--- config.mk ---
export PLATFORM = sky130hd
export DESIGN_NAME = akf_ctrl
export DESIGN_NICKNAME = d
export VERILOG_FILES = /design/src/akf_pkg.sv /design/src/akf_ctrl.sv
export SDC_FILE = /design/constraint.sdc
export NUM_CORES = 1
export LEC_CHECK = 0
export BUFFER_PORTS_ARGS = -buffer_cell sky130_fd_sc_hd__buf_2
export CAP_MARGIN = 10
export CELL_PAD_IN_SITES_DETAIL_PLACEMENT = 2
export CELL_PAD_IN_SITES_GLOBAL_PLACEMENT = 2
export CORE_MARGIN = 5
export CORE_UTILIZATION = 33
export CTS_BUF_LIST = sky130_fd_sc_hd__clkbuf_4 sky130_fd_sc_hd__clkbuf_8
export DETAILED_ROUTE_END_ITERATION = 10
export PLACE_DENSITY_LB_ADDON = 0.1
export SLEW_MARGIN = 20
export SYNTH_ARGS = -nofsm -noshare
export SYNTH_HDL_FRONTEND = slang
export SYNTH_SLANG_ARGS = --single-unit
--- constraint.sdc ---
create_clock -name clk_i -period 4.4 [get_ports clk_i]
set_input_delay 0.22 -clock clk_i [delete_from_list [all_inputs] [get_ports clk_i]]
set_output_delay 0.22 -clock clk_i [all_outputs]
set_load 0.01 [all_outputs]
--- src/akf_pkg.sv ---
// Shared types, constants and arithmetic helpers for the angle Kalman filter.
`timescale 1ns / 1ps
package akf_pkg;

  localparam int unsigned CfgIdxW = 8;
  localparam logic [31:0] FullTurn = 32'd23592960;
  localparam logic signed [31:0] OneQ30 = 32'sd1073741824;
  localparam logic signed [31:0] IntMax = 32'sh7fffffff;
  localparam logic signed [31:0] IntMin = 32'sh80000000;

  localparam logic [CfgIdxW-1:0] RegAngleNoise = 8'd0;
  localparam logic [CfgIdxW-1:0] RegBiasNoise = 8'd1;
  localparam logic [CfgIdxW-1:0] RegMeasNoise = 8'd2;
  localparam logic [CfgIdxW-1:0] RegPeriod = 8'd3;

  typedef struct packed {
    logic signed [31:0] accel_angle;
    logic signed [31:0] gyro_rate;
  } in_item_t;

  typedef struct packed {
    logic [24:0] fused_angle;
    logic signed [31:0] fused_rate;
  } out_item_t;

  typedef enum logic [4:0] {
    OP_NOP,
    OP_LATCH,
    OP_PDOT,
    OP_M_ANG,
    OP_A_ANG,
    OP_M_C00,
    OP_A_C00,
    OP_M_C01,
    OP_A_C01,
    OP_M_C11,
    OP_A_C11,
    OP_ERR,
    OP_DIV_LD0,
    OP_DIV_LD1,
    OP_DIV_STEP,
    OP_DIV_WR0,
    OP_DIV_WR1,
    OP_M_C10U,
    OP_A_C10U,
    OP_M_C11U,
    OP_A_C11U,
    OP_M_C00U,
    OP_A_C00U,
    OP_M_C01U,
    OP_A_C01U,
    OP_M_ANGU,
    OP_A_ANGU,
    OP_M_BIAS,
    OP_A_BIAS,
    OP_RATE,
    OP_WRAP_LD,
    OP_WRAP_STEP
  } op_e;

  typedef enum logic [4:0] {
    ST_IDLE,
    ST_PDOT,
    ST_M_ANG,
    ST_A_ANG,
    ST_M_C00,
    ST_A_C00,
    ST_M_C01,
    ST_A_C01,
    ST_M_C11,
    ST_A_C11,
    ST_ERR,
    ST_DIV_LD0,
    ST_DIV_RUN0,
    ST_DIV_LD1,
    ST_DIV_RUN1,
    ST_M_C10U,
    ST_A_C10U,
    ST_M_C11U,
    ST_A_C11U,
    ST_M_C00U,
    ST_A_C00U,
    ST_M_C01U,
    ST_A_C01U,
    ST_M_ANGU,
    ST_A_ANGU,
    ST_M_BIAS,
    ST_A_BIAS,
    ST_RATE,
    ST_WRAP_LD,
    ST_WRAP_RUN,
    ST_OUT
  } state_e;

  typedef struct packed {
    op_e  op;
    logic out_load;
  } cmd_t;

  typedef struct packed {
    logic div_busy;
    logic wrap_busy;
    logic out_blocked;
  } status_t;

  function automatic logic signed [31:0] sat32(input logic signed [37:0] v);
    logic signed [31:0] r;
    if (v > 38'sd2147483647) r = IntMax;
    else if (v < -38'sd2147483648) r = IntMin;
    else r = v[31:0];
    return r;
  endfunction

  // base plus or minus a 36-bit term such as a rounded product, saturated
  function automatic logic signed [31:0] acc_sat(input logic signed [31:0] b,
                                                 input logic signed [35:0] d,
                                                 input logic sub);
    logic signed [37:0] s;
    if (sub) s = 38'(b) - 38'(d);
    else s = 38'(b) + 38'(d);
    return sat32(s);
  endfunction

  // unsigned Q0.32 to Q1.30, rounded
  function automatic logic [30:0] to_q30(input logic [31:0] q);
    logic [32:0] s;
    s = {1'b0, q} + 33'd2;
    return s[32:2];
  endfunction

endpackage

--- src/akf_ctrl.sv ---
// Sequencing state machine of the angle Kalman filter.
`timescale 1ns / 1ps
module akf_ctrl (
  input  logic             clk_i,
  input  logic             rst_ni,
  input  logic             in_valid_i,
  output logic             in_stall_o,
  input  akf_pkg::status_t status_i,
  output akf_pkg::cmd_t    cmd_o
);

  akf_pkg::state_e state_q, state_d;

  always_ff @(posedge clk_i or negedge rst_ni) begin
    if (!rst_ni) begin
      state_q <= akf_pkg::ST_IDLE;
    end else begin
      state_q <= state_d;
    end
  end

  always_comb begin
    state_d = state_q;
    cmd_o.op = akf_pkg::OP_NOP;
    cmd_o.out_load = 1'b0;
    in_stall_o = 1'b1;
    case (state_q)
      akf_pkg::ST_IDLE: begin
        in_stall_o = 1'b0;
        if (in_valid_i) begin
          cmd_o.op = akf_pkg::OP_LATCH;
          state_d = akf_pkg::ST_PDOT;
        end
      end
      akf_pkg::ST_PDOT: begin
        cmd_o.op = akf_pkg::OP_PDOT;
        state_d = akf_pkg::ST_M_ANG;
      end
      akf_pkg::ST_M_ANG: begin
        cmd_o.op = akf_pkg::OP_M_ANG;
        state_d = akf_pkg::ST_A_ANG;
      end
      akf_pkg::ST_A_ANG: begin
        cmd_o.op = akf_pkg::OP_A_ANG;
        state_d = akf_pkg::ST_M_C00;
      end
      akf_pkg::ST_M_C00: begin
        cmd_o.op = akf_pkg::OP_M_C00;
        state_d = akf_pkg::ST_A_C00;
      end
      akf_pkg::ST_A_C00: begin
        cmd_o.op = akf_pkg::OP_A_C00;
        state_d = akf_pkg::ST_M_C01;
      end
      akf_pkg::ST_M_C01: begin
        cmd_o.op = akf_pkg::OP_M_C01;
        state_d = akf_pkg::ST_A_C01;
      end
      akf_pkg::ST_A_C01: begin
        cmd_o.op = akf_pkg::OP_A_C01;
        state_d = akf_pkg::ST_M_C11;
      end
      akf_pkg::ST_M_C11: begin
        cmd_o.op = akf_pkg::OP_M_C11;
        state_d = akf_pkg::ST_A_C11;
      end
      akf_pkg::ST_A_C11: begin
        cmd_o.op = akf_pkg::OP_A_C11;
        state_d = akf_pkg::ST_ERR;
      end
      akf_pkg::ST_ERR: begin
        cmd_o.op = akf_pkg::OP_ERR;
        state_d = akf_pkg::ST_DIV_LD0;
      end
      akf_pkg::ST_DIV_LD0: begin
        cmd_o.op = akf_pkg::OP_DIV_LD0;
        state_d = akf_pkg::ST_DIV_RUN0;
      end
      akf_pkg::ST_DIV_RUN0: begin
        if (status_i.div_busy) begin
          cmd_o.op = akf_pkg::OP_DIV_STEP;
        end else begin
          cmd_o.op = akf_pkg::OP_DIV_WR0;
          state_d = akf_pkg::ST_DIV_LD1;
        end
      end
      akf_pkg::ST_DIV_LD1: begin
        cmd_o.op = akf_pkg::OP_DIV_LD1;
        state_d = akf_pkg::ST_DIV_RUN1;
      end
      akf_pkg::ST_DIV_RUN1: begin
        if (status_i.div_busy) begin
          cmd_o.op = akf_pkg::OP_DIV_STEP;
        end else begin
          cmd_o.op = akf_pkg::OP_DIV_WR1;
          state_d = akf_pkg::ST_M_C10U;
        end
      end
      // p00 is read by the cov_10 update, so cov_00 goes after it
      akf_pkg::ST_M_C10U: begin
        cmd_o.op = akf_pkg::OP_M_C10U;
        state_d = akf_pkg::ST_A_C10U;
      end
      akf_pkg::ST_A_C10U: begin
        cmd_o.op = akf_pkg::OP_A_C10U;
        state_d = akf_pkg::ST_M_C11U;
      end
      akf_pkg::ST_M_C11U: begin
        cmd_o.op = akf_pkg::OP_M_C11U;
        state_d = akf_pkg::ST_A_C11U;
      end
      akf_pkg::ST_A_C11U: begin
        cmd_o.op = akf_pkg::OP_A_C11U;
        state_d = akf_pkg::ST_M_C00U;
      end
      akf_pkg::ST_M_C00U: begin
        cmd_o.op = akf_pkg::OP_M_C00U;
        state_d = akf_pkg::ST_A_C00U;
      end
      akf_pkg::ST_A_C00U: begin
        cmd_o.op = akf_pkg::OP_A_C00U;
        state_d = akf_pkg::ST_M_C01U;
      end
      akf_pkg::ST_M_C01U: begin
        cmd_o.op = akf_pkg::OP_M_C01U;
        state_d = akf_pkg::ST_A_C01U;
      end
      akf_pkg::ST_A_C01U: begin
        cmd_o.op = akf_pkg::OP_A_C01U;
        state_d = akf_pkg::ST_M_ANGU;
      end
      akf_pkg::ST_M_ANGU: begin
        cmd_o.op = akf_pkg::OP_M_ANGU;
        state_d = akf_pkg::ST_A_ANGU;
      end
      akf_pkg::ST_A_ANGU: begin
        cmd_o.op = akf_pkg::OP_A_ANGU;
        state_d = akf_pkg::ST_M_BIAS;
      end
      akf_pkg::ST_M_BIAS: begin
        cmd_o.op = akf_pkg::OP_M_BIAS;
        state_d = akf_pkg::ST_A_BIAS;
      end
      akf_pkg::ST_A_BIAS: begin
        cmd_o.op = akf_pkg::OP_A_BIAS;
        state_d = akf_pkg::ST_RATE;
      end
      akf_pkg::ST_RATE: begin
        cmd_o.op = akf_pkg::OP_RATE;
        state_d = akf_pkg::ST_WRAP_LD;
      end
      akf_pkg::ST_WRAP_LD: begin
        cmd_o.op = akf_pkg::OP_WRAP_LD;
        state_d = akf_pkg::ST_WRAP_RUN;
      end
      akf_pkg::ST_WRAP_RUN: begin
        if (status_i.wrap_busy) begin
          cmd_o.op = akf_pkg::OP_WRAP_STEP;
        end else begin
          state_d = akf_pkg::ST_OUT;
        end
      end
      akf_pkg::ST_OUT: begin
        // hold until the output register is free
        if (!status_i.out_blocked) begin
          cmd_o.out_load = 1'b1;
          state_d = akf_pkg::ST_IDLE;
        end
      end
      default: begin
        state_d = akf_pkg::ST_IDLE;
      end
    endcase
  end

endmodule

==> metrics, run 1 <==
max-slew violations=0; register bit total from synthesis=5; post-DP HPWL=1350 um; most common cell after layout, fill and taps aside=nor2_1; post-cts gate resize count=0; Antenna Cells=0; max FFs per register=5; reg2reg start=state_q[4]$_DFFE_PN0P_; maxcap violations=0; area delta synth->final=13.9%; Worst VDD drop=0.269 mV; largest register by flop count=state_q; Multi-input gate area=418 um2; period utilization=49.6%; vias per cell=5.69; PortBufs=12; min Tclk post-route=2.18 ns; highest achievable clock rate=0.458 GHz; final setup margin=2.22 ns; first-pass GRT wire length=3270 um; post-synthesis cell area=602 um2; number of top-level pins=13; syn_nets=84; syn_area_per_cell=7.72 um2; wire per inst=16.5 um; Setup crit end kind=primary output; die area=2780 um2; largest net degree at the start of global routing=21; Logic pwr share=55.0%; grt total ovfl=0; Slew @ Worst Pin=0.719 ns; worst endpoint required time=4.18 ns; Routed Antenna Nets=0; Final Total Pwr=0.000546 W; Post-Syn Instances=78; Reg power frac=34.0%; CTS tree=built; H-Tree Level Count=1; initial core utilization=34.9%; share of post-route cells with drive strength above 1=25.0%; Worst-path clk slew=0.05 ns; status=complete, no violations; Sw Ratio=53.9%; Lkg Pwr=0.283 nW; Int Pwr=0.000252 W; Clock Power Share=11.0%; DIE HEIGHT=52.7 um; asr flop ratio synth=100%; Slew headroom=52.1%; Switching Power=0.000295 W; Final Cell Area=686 um2; Via Count=643; final hold vios=0; EDFF count, synth=0; vias in the first global route=668; Synth cell types=31; Setup WS pre-CTS=2.48 ns; clock root buffer=clkbuf_4; gp weighted congestion=0.762; gr usage total=15.7%; top flop regs=state_q x5; Skew-Pair Late Insertion Delay=0.24 ns; Setup violations, final=0; clk sinks=5; postcts setup bufs=0; commonest non-fill, non-tap cells in the layout=nor2_1, buf_2, o21ai_0; Arrival @ worst endpoint=1.96 ns; Final #Nets=95; top_reg_cell synth=dfrtp_1; Placeable Area=1730 um2; Hold WC Path Type=in2async; Setup Total Neg Slack=0 ns; FP Rows=15; RSZ-0062 raised after global routing=no; DRC violations left=0; CP startpoint kind=flop; Initial DRC Count=1; antenna violations before repair=0; register area share after synthesis=20.8%; DRT Pass-1 Iters=3; Placed Cells=108; Finished Layout Cells=113; chip width=52.7 um; Cell Pwr Density=796 nW/um2; crit path kind=reg2out; clock tree buffer depth=2; Warnings, synthesis=0; Clock Skew=0.00399 ns; TritonCTS Buffers=3; register area=125 um2; final wirelength=1870 um; # fillers=214; reg-to-reg setup timing slack=2.59 ns; dpl cell area=646 um2; largest fanout on the critical path=16; CP Launch Point=state_q[1]$_DFFE_PN0P_
-- Yosys cell counts, types with 2 or more instances --
master | number | area, um2
nand2_1 | 5 | 18.8
buf_6 | 2 | 22.5
a21oi_1 | 6 | 30.0
dfrtp_1 | 5 | 125
o311ai_0 | 4 | 35.0
nand3_1 | 2 | 10.0
inv_1 | 3 | 11.3
and3_4 | 2 | 22.5
a32oi_1 | 2 | 17.5
o31ai_1 | 2 | 15.0
buf_2 | 5 | 25.0
o21ai_0 | 8 | 40.0
nor2_1 | 13 | 48.8
nand2b_1 | 2 | 12.5
-- per-layer routing --
metal | track usage, % | part of all wire [%]
met2 | 25.4 | 49
met5 | 0 | 0
met3 | 1.42 | 1.1
met1 | 21.4 | 49
met4 | 5.11 | 0.86
-- path summary, 6_finish.rpt --
check	end	cells past startpoint
max reg2reg	state_q[1]$_DFFE_PN0P_	4
max in group asynchronous	state_q[1]$_DFFE_PN0P_	2
min in group clk_i	state_q[0]$_DFFE_PN0P_	3
max	cmd_o[3]	5
min reg2reg	state_q[3]$_DFFE_PN0P_	2
min	state_q[3]$_DFFE_PN0P_	2
-- final cells by class --
| cell class | instances | area share (%) |
|---|---|---|
| multi-input combinational | 63 | 60.9 |
| sequential | 5 | 18.2 |
| timing repair buffer | 13 | 10.2 |
| tap | 25 | 4.56 |
| clock buffer | 4 | 4.38 |
| inverter | 3 | 1.64 |
-- per-stage QoR --
stage	hold slack (ns)	util (%)
after global placement	0.0409	37.4
after CTS	0.313	39.7
after global routing	0.331	39.7
after floorplan	-0.0756	-
final	0.331	39.7
after detailed placement	0.0410	37.4
-- logic make-up after synthesis --
| kind of cell | after synthesis | synth area share, % |
|---|---|---|
| simple gates | 33 | 34.1 |
| compound gates | 27 | 29.7 |
| buf+inv | 10 | 9.77 |
| flops | 5 | 20.8 |
| mux | 2 | 4.16 |
| xor+xnor | 1 | 1.46 |
-- critical path, cell delays in order (launching register included) --
cell      delay (ns)
dfrtp_1         0.67
inv_1           0.27
and2_1          0.23
a32oi_1         0.20
o311ai_0        0.17
buf_2           0.18
-- power by group through the flow --
stage,logic (W),clock network [W],registers [W]
after detailed placement,0.000305,0,0.000186
after global routing,0.000344,0.0000662,0.000201
after floorplan,0.000310,0,0.0000944
final,0.000300,0.0000601,0.000186
after global placement,0.000301,0,0.000183
after CTS,0.000306,0.0000629,0.000185
-- repair_timing --
action,CTS,global route
hold endpoints to repair,5,0
hold buffers,1,0
setup endpoints to repair,0,0
(Power assumes the default switching activity.)
==> inputs of run 2 (changes only) <==
Settings changed: CORE_UTILIZATION 33 to 31.
Clock period 4.4 ns to 2.1 ns, I/O delays scaled along.
==> metrics, run 2 (synthesis results as in run 1) <==
min Tclk post-route=1.82 ns; period utilization=86.7%; Cell Pwr Density=1690 nW/um2; Arrival @ worst endpoint=1.72 ns; first-pass GRT wire length=3320 um; H-Tree Level Count=1; CP startpoint kind=flop; worst endpoint required time=2.00 ns; commonest non-fill, non-tap cells in the layout=nor2_1, buf_2, o21ai_0; worst hold margin=0.212 ns; register area=125 um2; Routed Antenna Nets=0; clk sinks=5; post-DP HPWL=1530 um; DRT Pass-1 Iters=4; largest net degree at the start of global routing=14; share of post-route cells with drive strength above 1=29.8%; Antenna Cells=0; final wirelength=1950 um; vias per cell=5.66; status=complete, no violations; Lkg Pwr=0.312 nW; area delta synth->final=21.8%; top flop regs=state_q x5; Worst VDD drop=0.480 mV; Via Count=685; most common cell after layout, fill and taps aside=nor2_1; Slew @ Worst Pin=0.490 ns; largest fanout on the critical path=9; FP Rows=16; Skew-Pair Late Insertion Delay=0.24 ns; final setup margin=0.279 ns; CTS tree=built; final hold vios=0; Hold WC Path Type=in2async; Setup violations, final=0; Setup Total Neg Slack=0 ns; Worst-path clk slew=0.05 ns; gp weighted congestion=0.754; largest register by flop count=state_q; RSZ-0062 raised after global routing=no; DIE HEIGHT=54.1 um; Setup crit end kind=primary output; initial core utilization=31.6%; Slew headroom=67.3%; highest achievable clock rate=0.549 GHz; Multi-input gate area=418 um2; maxcap violations=0; clock tree buffer depth=2; max-slew violations=0; wire per inst=16.1 um; chip width=54.1 um; clock root buffer=clkbuf_4; Finished Core Util=38.6%; # fillers=228; Initial DRC Count=17; max FFs per register=5; vias in the first global route=723; antenna violations before repair=0; DRC violations left=0; Clock Skew=0.00316 ns; number of top-level pins=13; TritonCTS Buffers=3; Final #Nets=101; gr usage total=16.0%; grt total ovfl=0; Placeable Area=1900 um2; Setup WS pre-CTS=0.449 ns; crit path kind=reg2out; PortBufs=12; die area=2920 um2
run 2: critical path, stage by stage, from the launching register on:
cell,delay [ns]
dfrtp_1,0.52
nand2_1,0.24
o211a_1,0.27
a31oi_1,0.18
o31ai_1,0.11
buf_2,0.15
run 2: area by class of cell:
cell class	count	area share [%]
multi-input combinational	63	57.0
sequential	5	17.1
timing repair buffer	19	15.7
tap	27	4.61
clock buffer	4	4.10
inverter	3	1.54
run 2: path summary, 6_finish.rpt:
kind	from	slack, ns	cells after the start	endpoint
min in group clk_i	in_valid_i	0.24	3	state_q[0]$_DFFE_PN0P_
hold reg to reg	state_q[1]$_DFFE_PN0P_	0.75	1	state_q[1]$_DFFE_PN0P_
hold / removal	rst_ni	0.21	2	state_q[1]$_DFFE_PN0P_
setup / recovery	state_q[2]$_DFFE_PN0P_	0.28	5	cmd_o[1]
setup reg to reg	state_q[4]$_DFFE_PN0P_	0.44	4	state_q[1]$_DFFE_PN0P_
max in group asynchronous	rst_ni	1.75	2	state_q[4]$_DFFE_PN0P_
run 2: metrics by stage:
| step | area, um2 | cells | power [W] |
|---|---|---|---|
| global route | 733 | 121 | 0.00137 |
| detailed placement | 693 | 116 | 0.00112 |
| CTS | 733 | 121 | 0.00126 |
| finish | 733 | 121 | 0.00124 |
| global placement | 693 | 116 | 0.00110 |
| floorplan | 602 | 78 | 0.000847 |
run 2: metal layers:
layer / part of all wire, % / vias up / global-route usage, %
li1: - / 323 / -
met1: 47 / 352 / 20.2
met2: 49 / 8 / 26.6
met3: 2.6 / 2 / 2.22
met4: 0.82 / 0 / 7.47
met5: 0 / - / 0
run 2: power breakdown:
group | total [W] | internal [W] | leakage (nW) | switching [W]
sequential | 0.000305 | 0.000145 | 0.0605 | 0.000160
clock | 0.000127 | 0.0000849 | 0.0184 | 0.0000419
combinational | 0.000804 | 0.000369 | 0.233 | 0.000435
total | 0.00124 | 0.000599 | 0.312 | 0.000637
run 2: repair_timing:
action | 4_1_cts | 5_1_grt
endpoints found under the setup margin | 0 | 0
hold buffers | 1 | 0
buffers inserted | 0 | 0
gates resized for setup | 0 | 0
endpoints found under the hold margin | 5 | 0
==> inputs of run 3 (changes only) <==
--- a/config.mk
+++ b/config.mk
@@ -9,9 +9,7 @@
 export CAP_MARGIN = 10
-export CELL_PAD_IN_SITES_DETAIL_PLACEMENT = 2
-export CELL_PAD_IN_SITES_GLOBAL_PLACEMENT = 2
 export CORE_MARGIN = 5
-export CORE_UTILIZATION = 31
+export CORE_UTILIZATION = 45
 export CTS_BUF_LIST = sky130_fd_sc_hd__clkbuf_4 sky130_fd_sc_hd__clkbuf_8
 export DETAILED_ROUTE_END_ITERATION = 10
-export PLACE_DENSITY_LB_ADDON = 0.1
+export PLACE_DENSITY = 0.68
 export SLEW_MARGIN = 20
--- a/constraint.sdc
+++ b/constraint.sdc
@@ -3,2 +3,2 @@
 set_output_delay 0.105 -clock clk_i [all_outputs]
-set_load 0.01 [all_outputs]
+set_load 0.1 [all_outputs]
==> metrics, run 3 (synthesis results as in run 1) <==
Final #Nets=103; gr usage total=18.9%; initial core utilization=46.8%; DIE HEIGHT=46.6 um; Hold WC Path Type=in2reg; CTS tree=built; crit path kind=reg2out; Slew headroom=67.8%; Skew-Pair Late Insertion Delay=0.25 ns; min Tclk post-route=1.92 ns; Setup WS pre-CTS=0.468 ns; gp weighted congestion=0.841; final wirelength=1630 um; DRC violations left=0; die area=2170 um2; chip width=46.6 um; clock tree buffer depth=2; number of top-level pins=13; clk sinks=5; DRT Pass-1 Iters=4; RSZ-0062 raised after global routing=no; max FFs per register=5; PortBufs=12; largest net degree at the start of global routing=15; largest register by flop count=state_q; CP Launch Point=state_q[1]$_DFFE_PN0P_; max-slew violations=0; clock root buffer=clkbuf_4; vias in the first global route=657; postcts setup bufs=0; Setup crit end kind=primary output; Via Count=679; Placed Cells=106; area delta synth->final=37.8%; worst endpoint required time=2.00 ns; most common cell after layout, fill and taps aside=nor2_1; Antenna Cells=0; post-DP HPWL=1250 um; Finished Layout Cells=111; final setup margin=0.178 ns; vias per cell=6.12; wire per inst=14.7 um; Hold Startpoint=in_valid_i; Worst-path clk slew=0.05 ns; maxcap violations=0; highest achievable clock rate=0.520 GHz; TritonCTS Buffers=3; reg2reg start=state_q[3]$_DFFE_PN0P_; period utilization=91.5%; FP Rows=13; share of post-route cells with drive strength above 1=36.5%; Clock Skew=0.00230 ns; commonest non-fill, non-tap cells in the layout=nor2_1, buf_2, buf_4; H-Tree Level Count=1; Arrival @ worst endpoint=1.82 ns; Initial DRC Count=10; worst hold margin=0.173 ns; antenna violations before repair=0; Routed Antenna Nets=0; Setup violations, final=0; final hold vios=0; CP startpoint kind=flop; Setup Total Neg Slack=0 ns; grt total ovfl=0; first-pass GRT wire length=2790 um; Placeable Area=1280 um2; Slew @ Worst Pin=0.487 ns; top flop regs=state_q x5; largest fanout on the critical path=12; status=complete, no violations
## run 3: changes by cell type in the layout (fill, tap and decap cells not counted), moves of 2 or more
cell / change
buf_12: +4
buf_2: -4
buf_4: +2
o311ai_0: -2
o311ai_2: +2
## run 3: routing by layer
layer  part of all wire, %  vias up  track usage [%]
met4                   3.5        0             14.8
met2                    50       13             29.7
li1                      -      326                -
met3                   3.1        4             3.52
met1                    43      336             22.1
met5                     0        -                0
## run 3: critical path, stage by stage, from the launching register on
cell and delay (ns):
dfrtp_1 0.51, buf_4 0.22, nor2_1 0.10, o32ai_1 0.09, o31ai_2 0.17, buf_2 0.46
## run 3: timing repair
action | in CTS | in global routing
gates resized for setup | 0 | 0
hold buffers | 1 | 0
setup endpoints to repair | 0 | 0
endpoints found under the hold margin | 5 | 0
## run 3: path summary, 6_finish.rpt
| path | to | slack [ns] | depth (start not counted) |
|---|---|---|---|
| min in group asynchronous | state_q[0]$_DFFE_PN0P_ | 0.19 | 2 |
| worst max-delay path | cmd_o[1] | 0.18 | 5 |
| max in group asynchronous | state_q[4]$_DFFE_PN0P_ | 1.77 | 2 |
| worst max register to register | state_q[1]$_DFFE_PN0P_ | 0.47 | 5 |
| worst min register to register | state_q[4]$_DFFE_PN0P_ | 0.73 | 2 |
| worst min-delay path | state_q[0]$_DFFE_PN0P_ | 0.17 | 3 |
## run 3: layout make-up
type | instances | area (um2)
Clock buffer | 3 | 22.5
Clock inverter | 1 | 5.00
Fill cell | 105 | 455
Inverter | 3 | 11.3
Multi-Input combinational cell | 63 | 457
Sequential cell | 5 | 125
Tap cell | 15 | 18.8
Timing Repair Buffer | 21 | 190
## run 3: per-stage QoR
| stage | utilization, % | instance area (um2) |
|---|---|---|
| 2_1_floorplan | - | 641 |
| 3_3_place_gp | 61.6 | 792 |
| 3_5_place_dp | 61.6 | 792 |
| 4_1_cts | 64.6 | 830 |
| 5_1_grt | 64.6 | 830 |
| 6_report | 64.6 | 830 |
Power of run 3 is left out: the tool's default activity adds up to more than one toggle a clock period on the data nets, which glitch-free logic cannot reach.
